[src/tfe_pkg.sv]
`timescale 1ns / 1ps
// tfe_pkg: shared widths, payload structs, datapath op codes and control structs
// for the triangle fragment evaluator; no dependencies
package tfe_pkg;

	// design constants
	localparam int COORD_BITS      = 12;
	localparam int DEPTH_FRAC_BITS = 14;

	// screen coordinate, signed with 8 fraction bits
	localparam int CW    = COORD_BITS + 9;
	localparam int CW1   = CW + 1;
	// pixel centre is 12 integer bits plus 8 fraction bits, signed
	localparam int X_W   = (CW > 21) ? CW : 21;
	localparam int PD_W  = X_W + 1;
	// vertex depth, signed with two integer bits
	localparam int DW    = DEPTH_FRAC_BITS + 2;
	// edge functions and area
	localparam int E_W   = CW1 + PD_W + 2;
	// second multiplier operand
	localparam int MB_W  = (PD_W > DW) ? PD_W : DW;
	localparam int P_W   = E_W + MB_W;
	// divider numerator, divisor and signed quotient
	localparam int NUM_W = E_W + MB_W + 2;
	localparam int DEN_W = E_W;
	localparam int Q_W   = NUM_W + 1;
	localparam int CNT_W = $clog2(NUM_W);

	// fragment depth scaling to Q1.14
	localparam int FD_SHR = (DEPTH_FRAC_BITS >= 14) ? DEPTH_FRAC_BITS - 14 : 0;
	localparam int FD_SHL = (DEPTH_FRAC_BITS >= 14) ? 0 : 14 - DEPTH_FRAC_BITS;

	// configuration port
	localparam int CFG_IDX_W  = 2;
	localparam int CFG_DATA_W = 13;
	localparam logic [CFG_IDX_W-1:0] CFG_SCREEN_WIDTH  = 2'd0;
	localparam logic [CFG_IDX_W-1:0] CFG_SCREEN_HEIGHT = 2'd1;
	localparam logic [CFG_IDX_W-1:0] CFG_SHADE_MODE    = 2'd2;
	localparam logic [12:0] SCREEN_WIDTH_RST  = 13'd640;
	localparam logic [12:0] SCREEN_HEIGHT_RST = 13'd480;

	// item functions and the slot that is ignored
	localparam logic FUNC_LOAD  = 1'b0;
	localparam logic FUNC_PIXEL = 1'b1;
	localparam logic [1:0] SLOT_NONE = 2'd3;

	// blend channels
	localparam logic [1:0] CH_DEPTH = 2'd0;
	localparam logic [1:0] CH_RED   = 2'd1;
	localparam logic [1:0] CH_GREEN = 2'd2;
	localparam logic [1:0] CH_BLUE  = 2'd3;

	typedef struct packed {
		logic               func;
		logic [1:0]         vertex_slot;
		logic signed [31:0] clip_x;
		logic signed [31:0] clip_y;
		logic signed [31:0] clip_z;
		logic signed [31:0] clip_w;
		logic [7:0]         red;
		logic [7:0]         green;
		logic [7:0]         blue;
		logic [7:0]         alpha;
		logic [11:0]        pixel_x;
		logic [11:0]        pixel_y;
	} item_t;

	typedef struct packed {
		logic               covered;
		logic               triangle_culled;
		logic signed [15:0] frag_depth;
		logic [7:0]         out_red;
		logic [7:0]         out_green;
		logic [7:0]         out_blue;
		logic [7:0]         out_alpha;
	} result_t;

	typedef enum logic [4:0] {
		OP_NOP,
		OP_LD_MUL_X,
		OP_LD_MUL_Y,
		OP_LD_DIV_X,
		OP_LD_DIV_Y,
		OP_LD_DIV_Z,
		OP_LD_SAVE_X,
		OP_LD_SAVE_Y,
		OP_LD_SAVE_Z,
		OP_LD_WRITE,
		OP_PX_M0,
		OP_PX_M1,
		OP_PX_M2,
		OP_PX_M3,
		OP_PX_M4,
		OP_PX_M5,
		OP_PX_M6,
		OP_PX_E2,
		OP_BL_M0,
		OP_BL_M1,
		OP_BL_M2,
		OP_BL_M3,
		OP_BL_DIV,
		OP_BL_SAVE,
		OP_EMIT
	} op_t;

	typedef struct packed {
		op_t        op;
		logic       capture;
		logic [1:0] chan;
		logic       covered;
	} dp_cmd_t;

	typedef struct packed {
		logic div_busy;
		logic is_pixel;
		logic slot_ok;
		logic w_pos;
		logic reject;
		logic depth_ok;
		logic shade;
	} dp_status_t;

endpackage

[src/tfe_ctrl.sv]
`timescale 1ns / 1ps
// tfe_ctrl: sequencer for vertex loads and pixel evaluation, drives the
// datapath op codes; uses tfe_pkg
module tfe_ctrl (
	input  logic                clk,
	input  logic                arst_n,
	input  logic                start,
	input  tfe_pkg::dp_status_t stat,
	output tfe_pkg::dp_cmd_t    cmd,
	output logic                busy,
	output logic                result_valid
);
	import tfe_pkg::*;

	typedef enum logic [4:0] {
		ST_IDLE,
		ST_DECODE,
		ST_LD_MUL_X,
		ST_LD_DIV_X,
		ST_LD_WAIT_X,
		ST_LD_SAVE_X,
		ST_LD_MUL_Y,
		ST_LD_DIV_Y,
		ST_LD_WAIT_Y,
		ST_LD_SAVE_Y,
		ST_LD_DIV_Z,
		ST_LD_WAIT_Z,
		ST_LD_SAVE_Z,
		ST_LD_WRITE,
		ST_PX_M0,
		ST_PX_M1,
		ST_PX_M2,
		ST_PX_M3,
		ST_PX_M4,
		ST_PX_M5,
		ST_PX_M6,
		ST_PX_E2,
		ST_PX_CHECK,
		ST_BL_M0,
		ST_BL_M1,
		ST_BL_M2,
		ST_BL_M3,
		ST_BL_DIV,
		ST_BL_WAIT,
		ST_BL_SAVE,
		ST_BL_CHECK,
		ST_EMIT
	} state_t;

	state_t     state_q, state_d;
	logic [1:0] chan_q, chan_d;
	logic       cov_q, cov_d;
	logic       valid_q;
	op_t        op;

	// next state
	always_comb begin
		state_d = state_q;
		chan_d  = chan_q;
		cov_d   = cov_q;
		case (state_q)
			ST_IDLE:      if (start) state_d = ST_DECODE;
			ST_DECODE: begin
				cov_d  = 1'b0;
				chan_d = CH_DEPTH;
				if (stat.is_pixel) begin
					state_d = ST_PX_M0;
				end else if (!stat.slot_ok) begin
					state_d = ST_IDLE;
				end else if (stat.w_pos) begin
					state_d = ST_LD_MUL_X;
				end else begin
					state_d = ST_LD_WRITE;
				end
			end
			ST_LD_MUL_X:  state_d = ST_LD_DIV_X;
			ST_LD_DIV_X:  state_d = ST_LD_WAIT_X;
			ST_LD_WAIT_X: if (!stat.div_busy) state_d = ST_LD_SAVE_X;
			ST_LD_SAVE_X: state_d = ST_LD_MUL_Y;
			ST_LD_MUL_Y:  state_d = ST_LD_DIV_Y;
			ST_LD_DIV_Y:  state_d = ST_LD_WAIT_Y;
			ST_LD_WAIT_Y: if (!stat.div_busy) state_d = ST_LD_SAVE_Y;
			ST_LD_SAVE_Y: state_d = ST_LD_DIV_Z;
			ST_LD_DIV_Z:  state_d = ST_LD_WAIT_Z;
			ST_LD_WAIT_Z: if (!stat.div_busy) state_d = ST_LD_SAVE_Z;
			ST_LD_SAVE_Z: state_d = ST_LD_WRITE;
			ST_LD_WRITE:  state_d = ST_IDLE;
			ST_PX_M0:     state_d = ST_PX_M1;
			ST_PX_M1:     state_d = ST_PX_M2;
			ST_PX_M2:     state_d = ST_PX_M3;
			ST_PX_M3:     state_d = ST_PX_M4;
			ST_PX_M4:     state_d = ST_PX_M5;
			ST_PX_M5:     state_d = ST_PX_M6;
			ST_PX_M6:     state_d = ST_PX_E2;
			ST_PX_E2:     state_d = ST_PX_CHECK;
			ST_PX_CHECK:  state_d = stat.reject ? ST_EMIT : ST_BL_M0;
			ST_BL_M0:     state_d = ST_BL_M1;
			ST_BL_M1:     state_d = ST_BL_M2;
			ST_BL_M2:     state_d = ST_BL_M3;
			ST_BL_M3:     state_d = ST_BL_DIV;
			ST_BL_DIV:    state_d = ST_BL_WAIT;
			ST_BL_WAIT:   if (!stat.div_busy) state_d = ST_BL_SAVE;
			ST_BL_SAVE:   state_d = ST_BL_CHECK;
			ST_BL_CHECK: begin
				if (chan_q == CH_DEPTH) begin
					if (!stat.depth_ok) begin
						state_d = ST_EMIT;
					end else if (stat.shade) begin
						cov_d   = 1'b1;
						chan_d  = CH_RED;
						state_d = ST_BL_M0;
					end else begin
						cov_d   = 1'b1;
						state_d = ST_EMIT;
					end
				end else if (chan_q == CH_BLUE) begin
					state_d = ST_EMIT;
				end else begin
					chan_d  = chan_q + 1'b1;
					state_d = ST_BL_M0;
				end
			end
			ST_EMIT:      state_d = ST_IDLE;
			default:      state_d = ST_IDLE;
		endcase
	end

	// state and registered outputs
	always_ff @(posedge clk or negedge arst_n) begin
		if (!arst_n) begin
			state_q <= ST_IDLE;
			chan_q  <= CH_DEPTH;
			cov_q   <= 1'b0;
			valid_q <= 1'b0;
		end else begin
			state_q <= state_d;
			chan_q  <= chan_d;
			cov_q   <= cov_d;
			valid_q <= state_q == ST_EMIT;
		end
	end

	// op decode
	always_comb begin
		case (state_q)
			ST_LD_MUL_X:  op = OP_LD_MUL_X;
			ST_LD_DIV_X:  op = OP_LD_DIV_X;
			ST_LD_SAVE_X: op = OP_LD_SAVE_X;
			ST_LD_MUL_Y:  op = OP_LD_MUL_Y;
			ST_LD_DIV_Y:  op = OP_LD_DIV_Y;
			ST_LD_SAVE_Y: op = OP_LD_SAVE_Y;
			ST_LD_DIV_Z:  op = OP_LD_DIV_Z;
			ST_LD_SAVE_Z: op = OP_LD_SAVE_Z;
			ST_LD_WRITE:  op = OP_LD_WRITE;
			ST_PX_M0:     op = OP_PX_M0;
			ST_PX_M1:     op = OP_PX_M1;
			ST_PX_M2:     op = OP_PX_M2;
			ST_PX_M3:     op = OP_PX_M3;
			ST_PX_M4:     op = OP_PX_M4;
			ST_PX_M5:     op = OP_PX_M5;
			ST_PX_M6:     op = OP_PX_M6;
			ST_PX_E2:     op = OP_PX_E2;
			ST_BL_M0:     op = OP_BL_M0;
			ST_BL_M1:     op = OP_BL_M1;
			ST_BL_M2:     op = OP_BL_M2;
			ST_BL_M3:     op = OP_BL_M3;
			ST_BL_DIV:    op = OP_BL_DIV;
			ST_BL_SAVE:   op = OP_BL_SAVE;
			ST_EMIT:      op = OP_EMIT;
			default:      op = OP_NOP;
		endcase
	end

	assign cmd.op       = op;
	assign cmd.capture  = (state_q == ST_IDLE) && start;
	assign cmd.chan     = chan_q;
	assign cmd.covered  = cov_q;
	assign busy         = state_q != ST_IDLE;
	assign result_valid = valid_q;

	// a result strobe always lands back in idle
	assert property (@(posedge clk) disable iff (!arst_n) valid_q |-> state_q == ST_IDLE)
		else $error("result strobe outside idle");

	// an accepted item always leaves idle
	assert property (@(posedge clk) disable iff (!arst_n)
		(state_q == ST_IDLE && start) |=> state_q == ST_DECODE)
		else $error("accepted item not decoded");

	// wait states end once the divider is free
	assert property (@(posedge clk) disable iff (!arst_n)
		((state_q == ST_LD_WAIT_X || state_q == ST_LD_WAIT_Y || state_q == ST_LD_WAIT_Z
		|| state_q == ST_BL_WAIT) && !stat.div_busy) |=> state_q != $past(state_q))
		else $error("stuck in divider wait");

	// the divider is never started while it is still running
	assert property (@(posedge clk) disable iff (!arst_n)
		(op == OP_LD_DIV_X || op == OP_LD_DIV_Y || op == OP_LD_DIV_Z || op == OP_BL_DIV)
		|-> !stat.div_busy)
		else $error("divider restarted while busy");

endmodule

[config.mk]
export PLATFORM = sky130hd
export DESIGN_NAME = tfe_ctrl
export DESIGN_NICKNAME = d
export VERILOG_FILES = /design/src/tfe_pkg.sv /design/src/tfe_ctrl.sv
export SDC_FILE = /design/constraint.sdc
export NUM_CORES = 1
export LEC_CHECK = 0
export ABC_AREA = 1
export BUFFER_PORTS_ARGS = -buffer_cell sky130_fd_sc_hd__buf_2
export CAP_MARGIN = 20
export CORE_UTILIZATION = 37
export DETAILED_ROUTE_END_ITERATION = 6
export SYNTH_ARGS = -nofsm -noshare
export SYNTH_HDL_FRONTEND = slang
export SYNTH_SLANG_ARGS = --single-unit
export TNS_END_PERCENT = 50
[constraint.sdc]
create_clock -name clk -period 1.6 [get_ports clk]
set_clock_uncertainty 0.1 [all_clocks]
set_input_delay 0.08 -clock clk [delete_from_list [all_inputs] [get_ports clk]]
set_output_delay 0.08 -clock clk [all_outputs]
set_load 0.01 [all_outputs]
; ---- Word level (Yosys, flattened, before mapping)
; Memories as Yosys holds them, arrays and structs flattened.
; Index checks and enable logic that the tools add are counted.
[word_totals]
register_bits = 9
mem_count = 1
mem_bits_ro = 160
input_bits = 10
[mem_list]
columns = name, words, width, read_ports, rd_ports_with_merged_regs, wr, line
row1 = (name not given), 32, 5, 1, 0, 0, tfe_ctrl.sv:145  ; case (state_q)
[op_classes]
n_eq_ne = 42
reduce_logical = 9
n_mux = 22
n_addsub = 1
[op_table]
columns = operator, n
row1 = $pmux 5 s31, 1
row2 = $eq 5x5->1 const B, 16
row3 = $eq 5x4->1 const B, 8
row4 = $mux 5, 6
row5 = $mux 4, 7
row6 = $eq 5x3->1 const B, 4
row7 = $ne 2x2->1 const B, 7
row8 = $eq 5x2->1 const B, 2
row9 = $ne 3x3->1 const B, 3
row10 = $mux 2, 4
row11 = $eq 5x1->1 const B, 1
row12 = $logic_not 5->1, 1
row13 = $reduce_and 5->1, 1
row14 = $reduce_bool 5->1, 1
row15 = $pmux 2 s2, 1
row16 = $reduce_and 4->1, 1
row17 = $reduce_and 3->1, 1
row18 = $add 2x1->2 const B, 1
row19 = $eq 2x2->1 const B, 1
row20 = $logic_not 2->1, 1
row21 = $mux 1, 2
row22 = $pmux 1 s2, 1
row23 = $reduce_bool 2->1, 1
row24 = $reduce_or 2->1, 1
row25 = $logic_and 1x1->1, 1

; ---- Longest topological paths before layout
; Gate-level depths: netlist of the first run.
[logic_depth]
ltp_word = 4
ltp_mapped = 11
ltp_nobuf = 10

; ---- Worst setup path after synthesis of the first run
; OpenSTA, ideal clock, no wires.
[synth_path]
kind = reg2reg
start = register state_q[0]
end = register state_q[3]
arrival_time_ps = 1551
slack_ps = -168
stages_incl_launch_ff = 11
setup_ps = 116
cell_sequence = dfrtp_1 > inv_1 > ha_1 > buf_2 > nand3_1 > nand2_1 > o21ai_1 > and2_4 > buf_6 > or2_0 > nand2_1
[synth_between]
elab_chain_len = 3
word_cells_on_any_way = 40
[synth_rtl]
columns = item, line
row1 = from (decl), tfe_ctrl.sv:50  ; state_t state_q, state_d;
row2 = from (signal assigned), tfe_ctrl.sv:136  ; state_q <= state_d;
row3 = "$eq 5x5->1, or another cell as far along", tfe_ctrl.sv:61  ; case (state_q)
row4 = $reduce_or 2->1 (no source line) or $ne 2x2->1 (tied branches), n/a
row5 = $pmux 5 s31 or $reduce_and 5->1 (tied branches), n/a
; Several ways; a longest one is shown, not always the timed one.
; A chain may end at the register's enable or synchronous reset.

==> out/qor.txt, run 1 <==
WL per Instance - 13.8 µm
Fraction of registers with async set or reset after synthesis - 100%
Num CTS Buffers - 3
Clock tree buffer depth - 2
Synthesized flop and latch total - 9
Synth area leader - dfrtp_1
I/O pins - 21
Reg clk slew, reported paths - 0.06 ns
CP max-delay cell - dfrtp_1
Post-synth top area share - 20.3%
1st-iter DRT viols - 87
P_leak - 0.938 nW
Worst Tran Pin Value - 0.227 ns
Overall routed net length - 3730 µm
Final GP Congestion - 0.910
CTS sink cnt - 9
Endpoints failing setup - 9
CP Buf/Inv Count - 4
# H-tree levels - 1
Pwr dens - 2150 nW/µm²
Top FF cell, synth - dfrtp_1
Die span in x - 56.8 µm
Core Region - 2810 µm²
Largest net degree at the start of global routing - 22
Crit path max fanout - 3
Max stage delay on crit path - 0.37 ns
MaxCap Viol Count - 0
Synth cell types - 30
Initial Utilization - 39.6%
Via density - 5.27
Pre-CTS setup slack - -0.201 ns
Final net count - 258
Row cnt - 19
CTS tree - done
Largest delay contributor family on the critical path - buffers and inverters
Hold crit path type - in2async
Worst vdd ir - 814 µV
Largest cells by area after synthesis - dfrtp_1, nand2_1, nand3_1
Clock power share - 4.8%
Critical Path Sink Type - output port
Max Slew Vio Count - 0
Arrival time at the worst endpoint - 1.63 ns
Status - complete, but fails checks
Internal power - 0.00188 W
Fmax - 552 MHz
Post-layout min period - 1.81 ns
Mapped cell area - 1110 µm²
Ant diodes - 0
Final ANT Viol Nets - 0
Root Buffer - clkbuf_4
Most common cell in the netlist - nand2_1
Req. time, crit path - 1.42 ns
Cell Chain, Critical Path - inv_2 > buf_12 > ha_4 > inv_4 > o21ai_2 > a21oi_2 > a22oi_1 > buf_2
Layout cell share with drive strength beyond 1 - 44.6%
Avg Cell Area, Syn - 6.01 µm²
Synth cell count leaders - nand2_1, nand3_1, inv_1
Worst-Skew Late Latency - 0.26 ns
P_sw - 0.00182 W
RSZ-0062 raised after global routing - true
Ys Warns - 0
Vias in the first global route - 1290
Layout Utilization - 61.5%
Failing checks - DRC, setup timing
Number of synthesized flops with an enable pin - 0
PortBufs - 20
Total grt overflow - 0
Hpwl dp - 2670 µm
DRC Markers - 2
CP startpoint kind - flop
Combinational Power Share - 84.5%
Antenna violations before repair - 0
Die area - 3230 µm²
Die Y - 56.8 µm
GRT Total Usage - 22.7%
First-pass GRT wire length - 5710 µm
1st-pass router iterations - 7
Max_slew headroom - 84.8%
Switching portion of total power - 49.2%
Area growth syn-to-layout - 55.3%
Via count - 1428
Share of power burned in registers - 10.7%
Final setup margin - -0.212 ns
Syn_nets - 202
Syn Inst Count - 185
Hold Vio Cnt, Final - 0
WS Path Type - reg2out
Final period util - 113%
Sequential share of the synthesized area - 20.3%
-- power groups by stage --
stage                     registers [W]  clock network, W  logic, W
after floorplan                0.000372                 0   0.00154
after global placement         0.000395                 0   0.00242
after detailed placement       0.000399                 0   0.00242
after CTS                      0.000394          0.000183   0.00261
after global routing           0.000401          0.000193   0.00340
final                          0.000396          0.000178   0.00313
-- metrics by stage --
step | TNS [ns] | cell area, µm² | instances | hold slack [ns] | power, W
floorplan | -0.121 | 1150 | 185 | -0.316 | 0.00191
global placement | -0.829 | 1460 | 254 | -0.162 | 0.00282
detailed placement | -0.966 | 1460 | 254 | -0.155 | 0.00281
CTS | -1.07 | 1570 | 266 | 0.101 | 0.00319
global route | -1.81 | 1730 | 271 | 0.110 | 0.00400
finish | -0.915 | 1730 | 271 | 0.0925 | 0.00371
-- layer usage --
metal  vias up  track usage [%]  wire [µm]
li1        716                -          -
met1       661             30.3       1650
met2        49             38.4       1850
met3         2             2.76        228
met4         0             5.92         11
met5         -                0          0
-- timing repair --
item | 4_1_cts | 5_1_grt
resized for setup | 10 | 37
endpoints found under the setup margin | 14 | 14
buffers inserted | 6 | 5
hold buffers | 2 | 0
pin swaps | 7 | 9
endpoints found under the hold margin | 10 | 0
-- path summary, 6_finish.rpt --
path                            start    endpoint  slack, ns  depth (start not counted)
max in group asynchronous      arst_n  state_q[2]       1.11                          2
hold / removal                 arst_n  state_q[1]       0.09                          2
min in group clk              stat[0]   chan_q[1]       0.20                          6
setup reg to reg           state_q[0]  state_q[3]      -0.11                          8
hold reg to reg                 cov_q       cov_q       0.43                          2
setup / recovery           state_q[1]      cmd[4]      -0.21                          8
-- sequential cells by signal, indices dropped and copies added (netlist names) --
register	cells
result_valid	1
state_q	5
cov_q	1
chan_q	2
-- cell usage in the layout, fill, tap and decap left out, drive strengths merged, types with 2 or more instances in the layout --
cell type / count
nand4: 2
ha: 7
inv: 25
dfrtp: 9
o21ai: 16
nand3: 29
nor2: 21
a211oi: 2
dlygate4sd3: 2
a21oi: 6
clkbuf: 4
nand2: 50
buf: 58
-- final cells by class --
class	instances	area [µm²]
inverters	25	98.8
clock buffers	4	26.3
fillers	252	1080
well taps	31	38.8
flip-flops and latches	9	228
repair buffers	60	458
multi-input cells	142	876
-- logic make-up after synthesis --
family	Yosys count	share of synthesized area [%]
compound gates	30	15.7
flops	9	20.3
fa+ha+maj	7	7.88
buf+inv	34	14.2
simple gates	105	42.0
(Power assumes the default switching activity.)
==> inputs of run 2 (changes only) <==
Settings changed: ABC_AREA 1 to 0.
==> run 2 against run 1 <==
The run ends with setup timing left. Global-route usage grew 2.6 points. Final area down 4.3%. Worst setup slack got worse by 0.17 ns. Area after synthesis fell by 11%. Clock-buffer cell count stayed put. Final cell count decreased by 17%. Hold slack better by 0.0063 ns. Sequential share of layout area grew 0.59 points. Highest routed layer unchanged.
==> out/qor.txt, run 2 <==
Most common cell in the netlist - a21oi_1
MaxCap Viol Count - 0
Ys Warns - 0
Crit path launch - state_q[0]
Synth cell count leaders - a21oi_1, nand2_1, nor2_1, o21ai_0
Internal power - 0.00201 W
Num CTS Buffers - 3
RR Endpoint - state_q[0]
Fraction of registers with async set or reset after synthesis - 100%
1st-iter DRT viols - 48
Reg clk slew, reported paths - 0.07 ns
CP max-delay cell - dfrtp_2
Number of synthesized flops with an enable pin - 0
Combinational Power Share - 83.6%
Row cnt - 18
Worst vdd ir - 1350 µV
Root Buffer - clkbuf_4
Status - complete, but fails checks
Endpoints failing setup - 15
Arrival time at the worst endpoint - 2.06 ns
CP startpoint kind - flop
CTS tree - done
Syn_nets - 150
Largest cells by area after synthesis - dfrtp_1, ha_1, a21oi_1
Max_slew headroom - 69.8%
Failing checks - setup timing
WS Path Type - reg2reg
Ant diodes - 0
# H-tree levels - 1
Avg Cell Area, Syn - 7.47 µm²
Overall routed net length - 3440 µm
Worst reg2reg path startpoint - state_q[0]
Die span in x - 53.8 µm
Grt peak-use layer - met2
Most frequent cell on the critical path - buf_4
Via count - 1258
Overall power - 0.00371 W
Core Region - 2500 µm²
Pwr dens - 2240 nW/µm²
Final GP Congestion - 0.998
Final setup margin - -0.386 ns
Req. time, crit path - 1.67 ns
Syn Inst Count - 133
P_sw - 0.00170 W
Area growth syn-to-layout - 66.2%
Met2 global-route usage - 40.9%
Hold crit path type - in2async
Flop-to-flop setup slack - -0.39 ns
Total grt overflow - 0
CTS sink cnt - 9
R2R depth - 8
Top FF cell, synth - dfrtp_1
PortBufs - 20
Switching portion of total power - 45.8%
Top reg by flops - state_q
Global Route met1 Usage - 33.3%
Synth area leader - dfrtp_1
1st-pass router iterations - 5
GR Util met3 - 4.80%
Worst Tran Pin Value - 0.449 ns
Hold Vio Cnt, Final - 0
Mapped cell area - 993 µm²
Crit path max fanout - 4
Placed insts - 208
First-pass GRT wire length - 5240 µm
Synth cell types - 45
Die Y - 53.8 µm
Top flop regs - state_q: 5 flops, chan_q: 2 flops
Final net count - 212
Fmax - 504 MHz
Max stage delay on crit path - 0.46 ns
Share of power burned in registers - 11.3%
Die area - 2900 µm²
Synthesized flop and latch total - 9
P_leak - 0.790 nW
WL per Instance - 15.4 µm
Layout cell share with drive strength beyond 1 - 48.5%
Max reg flops - 5
Final period util - 124%
Hpwl dp - 2400 µm
Cell Chain, Critical Path - inv_2 > buf_4 > buf_4 > ha_4 > nor3_1 > a22o_1 > o2111ai_1 > a31oi_1
Post-synth top area share - 22.7%
Critical Path Sink Type - flop
Clock power share - 5.1%
Final hold slack - 0.0988 ns
Initial Utilization - 39.7%
I/O pins - 21
Via density - 5.62
Non-Filler Instances - 224
Post-layout min period - 1.99 ns
Sequential share of the synthesized area - 22.7%
Max Slew Vio Count - 0
DRC Markers - 0
Commonest cells after routing, fill and taps aside - buf_4, buf_2, a21oi_1
Worst-Skew Late Latency - 0.27 ns
Vias in the first global route - 1150
Final ANT Viol Nets - 0
RSZ-0062 raised after global routing - true
Clock tree buffer depth - 2
Most common cell after layout, fill and taps aside - buf_4
GRT Total Usage - 25.2%
Antenna violations before repair - 0
Largest net degree at the start of global routing - 15
## run 2: cell types whose count changed in the layout (fill, tap and decap cells not counted), moves of 9 or more
cell,previous run,this run
nand3_2,10,0
buf_6,4,13
nand3_1,19,1
inv_1,17,7
nand2_1,46,12
a21oi_1,2,14
## run 2: what timing repair did
item	4_1_cts	5_1_grt
gates resized for setup	29	13
pin swaps	9	9
endpoints found under the hold margin	10	0
hold buffers	2	0
setup buffers	7	3
endpoints found under the setup margin	15	15
## run 2: how the worst max path moves through the flow
| stage | end | slack [ns] |
|---|---|---|
| after global placement | state_q[3] | -0.24 |
| after floorplan | state_q[2] | -0.22 |
| final | state_q[0] | -0.39 |
| after detailed placement | state_q[3] | -0.29 |
| after CTS | cmd[5] | -0.34 |
| after global routing | cmd[5] | -0.46 |
## run 2: area by class of cell
type	count	area, µm²
Multi-Input combinational cell	103	803
Fill cell	217	848
Clock buffer	4	26.3
Inverter	10	37.5
Sequential cell	9	228
Timing Repair Buffer	68	519
Tap cell	30	37.5
## run 2: metrics by stage
step | instance area (µm²) | TNS [ns] | util (%) | worst slack, ns
2_1_floorplan | 1010 | -1.27 | - | -0.222
3_3_place_gp | 1360 | -1.40 | 54.3 | -0.245
3_5_place_dp | 1360 | -1.64 | 54.3 | -0.291
4_1_cts | 1580 | -2.92 | 63.1 | -0.338
5_1_grt | 1650 | -4.66 | 66.1 | -0.456
6_report | 1650 | -3.83 | 66.1 | -0.386
## run 2: power by group through the flow
stage               Sequential, W  Clock (W)  Combinational [W]
global placement         0.000408          0            0.00234
CTS                      0.000407   0.000195            0.00284
global route             0.000424   0.000213            0.00334
floorplan                0.000418          0            0.00142
detailed placement       0.000413          0            0.00240
finish                   0.000418   0.000191            0.00310
## run 2: worst max-delay path, delay by kind of cell (launching register included)
family                     cells  cell delay, ns
AOI/OAI and AO/OA              3            0.56
adders and majority gates      1            0.16
buffers and inverters          3            0.34
DFF                            1            0.46
and+or+nand+nor                1            0.26
## run 2: cells by family after synthesis
| family | after synthesis | share of synthesized area [%] |
|---|---|---|
| AOI/OAI and AO/OA | 52 | 34.0 |
| buffers and inverters | 21 | 9.57 |
| and+or+nand+nor | 40 | 21.0 |
| adders and majority gates | 7 | 8.82 |
| DFF | 9 | 22.7 |
| xor gates and xnor gates | 2 | 1.76 |
| muxes | 2 | 2.14 |
## run 2: per-layer routing
metal	routed length, µm	up-vias
met2	1660	63
li1	-	609
met3	255	4
met5	0	-
met1	1490	582
met4	39	0
